==> config.mk <==
export PLATFORM = sky130hd
export DESIGN_NAME = ewkq_ctrl
export DESIGN_NICKNAME = d
export VERILOG_FILES = /design/src/rtl/ewkq_pkg.sv /design/src/rtl/ewkq_ctrl.sv
export SDC_FILE = /design/constraint.sdc
export NUM_CORES = 1
export LEC_CHECK = 0
export BUFFER_PORTS_ARGS = -buffer_cell sky130_fd_sc_hd__buf_2
export CELL_PAD_IN_SITES_DETAIL_PLACEMENT = 1
export CELL_PAD_IN_SITES_GLOBAL_PLACEMENT = 1
export CORE_AREA = 2 2 39 41
export CTS_CLUSTER_SIZE = 28
export DETAILED_ROUTE_END_ITERATION = 16
export DIE_AREA = 0 0 41 43
export PLACE_DENSITY_LB_ADDON = 0.05
export SETUP_SLACK_MARGIN = 0.2
export SYNTH_ARGS = -nofsm -noshare
export SYNTH_HDL_FRONTEND = slang
export SYNTH_SLANG_ARGS = --single-unit
==> constraint.sdc <==
create_clock -name clk -period 1.1 [get_ports clk]
set_input_delay 0.22 -clock clk [delete_from_list [all_inputs] [get_ports clk]]
set_output_delay 0.22 -clock clk [all_outputs]
set_load 0.05 [all_outputs]
==> src/rtl/ewkq_pkg.sv <==
`default_nettype none

package ewkq_pkg;

	// Store and field geometry.
	localparam int SAMPLE_DEPTH = 4096;
	localparam int ADDR_W       = 12;
	localparam int COUNT_W      = 13;
	localparam int SAMPLE_W     = 8;
	localparam int FRAC_BITS    = 4;
	localparam int THR_W        = SAMPLE_W + FRAC_BITS;
	localparam int WIN_W        = 5;
	localparam int HALF_W       = WIN_W - 1;
	localparam int MAX_WINDOW   = 16;
	localparam int WIN_RESET    = 4;
	localparam int FUNC_W       = 2;
	localparam int CFG_IDX_W    = 2;

	// Command codes carried on func.
	typedef enum logic [FUNC_W-1:0] {
		FUNC_APPEND  = 2'd0,
		FUNC_QUERY   = 2'd1,
		FUNC_RESTART = 2'd2
	} func_t;

	// Configuration register indexes.
	typedef enum logic [CFG_IDX_W-1:0] {
		REG_WINDOW_LEN = 2'd0,
		REG_UPPER_THR  = 2'd1,
		REG_LOWER_THR  = 2'd2
	} reg_idx_t;

	// Controller states.
	typedef enum logic [1:0] {
		ST_IDLE,
		ST_ISSUE,
		ST_FINISH
	} state_t;

	// Commands from the controller to the datapath.
	typedef struct packed {
		logic append;
		logic restart;
		logic query;
		logic rd_en;
		logic finish;
	} cmd_t;

	// Status from the datapath to the controller.
	typedef struct packed {
		logic bounds_ok;
		logic last_rd;
	} status_t;

endpackage

`default_nettype wire

==> src/rtl/ewkq_ctrl.sv <==
`default_nettype none

module ewkq_ctrl
	import ewkq_pkg::*;
(
	input  wire logic              clk,
	input  wire logic              arst_n,
	input  wire logic              start,
	input  wire logic [FUNC_W-1:0] func,
	input  wire status_t           status,
	output cmd_t                   cmd,
	output logic                   busy
);

	state_t state_q;
	state_t state_d;
	logic   accept;

	// State register.
	always_ff @(posedge clk or negedge arst_n) begin
		if (!arst_n) begin
			state_q <= ST_IDLE;
		end else begin
			state_q <= state_d;
		end
	end

	assign busy   = (state_q != ST_IDLE);
	assign accept = start && !busy;

	// Next state and commands.
	always_comb begin
		state_d = state_q;
		cmd     = '0;
		unique case (state_q)
			ST_IDLE: begin
				if (accept) begin
					case (func)
						FUNC_APPEND:  cmd.append  = 1'b1;
						FUNC_RESTART: cmd.restart = 1'b1;
						FUNC_QUERY: begin
							cmd.query = 1'b1;
							// A window outside the stored samples needs no reads.
							state_d = status.bounds_ok ? ST_ISSUE : ST_FINISH;
						end
						default: ;
					endcase
				end
			end
			ST_ISSUE: begin
				cmd.rd_en = 1'b1;
				if (status.last_rd) begin
					state_d = ST_FINISH;
				end
			end
			ST_FINISH: begin
				cmd.finish = 1'b1;
				state_d    = ST_IDLE;
			end
			default: state_d = ST_IDLE;
		endcase
	end

endmodule

`default_nettype wire

==> results.md <==
- Worst-path cell chain: or3b_4 > nor3b_4 > buf_6
- Antenna violations before repair: 0
- Cell variety after synth: 11
- DRT antenna net count: 0
- Max reg flops: 2
- WP data arrival: 1430 ps
- Via density: 3.902
- Yosys warns: 0
- Hold Crit Class: in2reg
- RSZ-0062 raised after global routing: true
- Final setup skew: 4.650 ps
- Crit path max fanout: 4
- Synth area leader: dfrtp_1
- Clock sink count: 2
- Largest family of logic cells by synthesized area: simple AND/OR/NAND/NOR gates
- Worst-case reg-to-reg path depth: 3
- GR Overflow Total: 0
- CP startpoint kind: flip-flop
- Status: finished, violations left
- Post-synthesis sequential area ratio: 33.61%
- N_diodes: 0
- Max Freq: 606.1 MHz
- Slowest stage delay, CP: 450 ps
- VDD IR-drop max: 0.3622 mV
- Worst-case clock buffer depth: 2
- Biggest register: state_q
- Worst-path clk slew: 30 ps
- XOR/XNOR share of the synthesized area: 0%
- Synth-to-Final Area Change: 166.4%
- Final Critical Period: 1650 ps
- Top cells by area, synth: dfrtp_1 34%, nor3b_2 17%, o2bb2ai_1 12%
- IO buf count: 12
- Worst Hold Path Cells: 2
- Post-synth top cells: 2 x dfrtp_1, 2 x nor3b_2, 2 x o2bb2ai_1
- Initial core utilization: 10.76%
- Hold_sp: status[0]
- Total negative setup slack: -2564 ps
- Syn Nets: 21
- Final Max Slew Viols: 0
- Failing checks: negative setup slack
- CP endpoint kind: output pin
- Leak Pwr: 0.1870 nW
- Layout Utilization: 28.66%
- Synth Flop Type: dfrtp_1
- RR Startpoint: state_q[0]
- CTS buffer count: 3
- Simple-gate share of the synthesized area: 52.10%
- First-pass GRT wire length: 745 um
- Rows: 14
- Slew HR: 90.19%
- Synth top area share: 33.61%
- Fillers: 161
- Max-cap violations: 0
- H-tree levels: 1
- Setup violations, final: 8
- FF-to-FF End: state_q[0]
- Setup CP Type: reg2out
- Number of global-route vias before repair: 200
- Complex-gate fraction of the synthesized area: 11.76%
- CTS tree: yes
- R2r setup slk: -80 ps
- Cell area after placement: 279.0 um^2
- Final period utilization: 150.0%
- PwrDens: 1062 mW/mm^2
- WL final: 448 um
- DRC violations left: 0
- Data required, critical path: 880 ps
- Largest net degree at the start of global routing: 6
- GRT Overall Usage: 7.430%
- Mux share of post-synthesis cell area: 0%
- Ys async rst share: 100.0%
- Vias: 199
- Final GP Congestion: 0.5811
- Pre-antenna DRT Iters: 1
- Syn Inst Count: 14
- Synthesized area per cell: 10.64 um^2
- Die span in y: 43 um
- Synth Cell Area: 148.9 um^2
- Die X: 41 um
- Synth Area in Adders: 0%
- Final instance area: 396.6 um^2
- Layout cells sized above 1: 80.00%
- CTS Root Cell: clkbuf_4
- Io pins: 13
- Die ar.: 0.001763 mm^2
- Total core area: 0.001384 mm^2
- Post-synth EDFFs: 0
- Average routed wire per standard cell: 8.784 um
- WHS Endpoint: state_q[1]
- Dpl ws: -395.2 ps
- Final setup margin: -549.8 ps
- Regs by FF count: state_q x2
- CP max-delay cell: or3b_4
- Worst-Skew Late Latency: 230 ps
- Initial drt markers: 0
- Seq cells post-synth: 2
- Fin nets: 44
- Measured slew at the worst slew-check pin: 147.0 ps
- Hold Vio Cnt, Final: 0
[critical path, delay by kind of cell (launching register included)]
kind,cells,cell delay (ps)
DFF,1,360
buffers and inverters,1,180
and+or+nand+nor,2,660
[stage by stage]
step                hold slack, ps  instances  total power (W)
floorplan                   -75.59         14        0.0001685
global placement             3.455         45        0.0002117
detailed placement           6.449         45        0.0002129
CTS                          232.5         49        0.0004153
global route                 221.9         51        0.0004557
finish                       226.4         51        0.0004213
[logic make-up (layout without fill, tap and decap cells)]
| group | Yosys count | after routing |
|---|---|---|
| compound gates | 2 | 2 |
| simple gates | 9 | 9 |
| flops | 2 | 2 |
| buf+inv | 1 | 22 |
[worst max path at each step]
stage,from,to,slack (ps),cells after the start
6_report,state_q[0],cmd[2],-550,3
5_1_grt,state_q[0],cmd[2],-590,3
4_1_cts,state_q[1],cmd[3],-560,3
3_5_place_dp,state_q[1],cmd[3],-400,3
3_3_place_gp,state_q[1],cmd[3],-400,3
2_1_floorplan,state_q[1],cmd[2],-440,2
[metal layers]
metal | wire (um) | GRT usage (%)
met2 | 223 | 8.438
met1 | 177 | 7.395
met3 | 18 | 3.141
met5 | 0 | 0
met4 | 29 | 12.00
[area by class of cell]
type / count / area [um^2] / share of cell area, %
clock buffer: 3 / 22.52 / 5.678
timing repair buffer: 18 / 163.9 / 41.32
inverter: 1 / 3.754 / 0.9464
multi-input combinational: 11 / 136.4 / 34.38
tap: 16 / 20.02 / 5.047
sequential: 2 / 50.05 / 12.62
[where the power goes]
part | switching, W | internal, W | leakage [nW]
registers | 0.00000195 | 0.0000783 | 0.0272
clock network | 0.0000419 | 0.000120 | 0.0138
logic | 0.0000929 | 0.0000859 | 0.146
total | 0.000137 | 0.000285 | 0.187
[repair_timing]
item / CTS / global route
buffers inserted: 0 / 2
pin swaps: 0 / 2
gates resized for setup: 16 / 4
hold buffers: 1 / 0
hold endpoints to repair: 2 / 0
setup endpoints to repair: 8 / 8
[cells in the final DEF, fill, tap and decap left out, types with 2 or more instances in the layout]
| master | count |
|---|---|
| nor3b_4 | 2 |
| clkbuf_4 | 3 |
| buf_8 | 3 |
| buf_6 | 5 |
| buf_4 | 3 |
| buf_2 | 6 |
| dfrtp_1 | 2 |
Note: power is estimated with default switching activity, not from simulation.
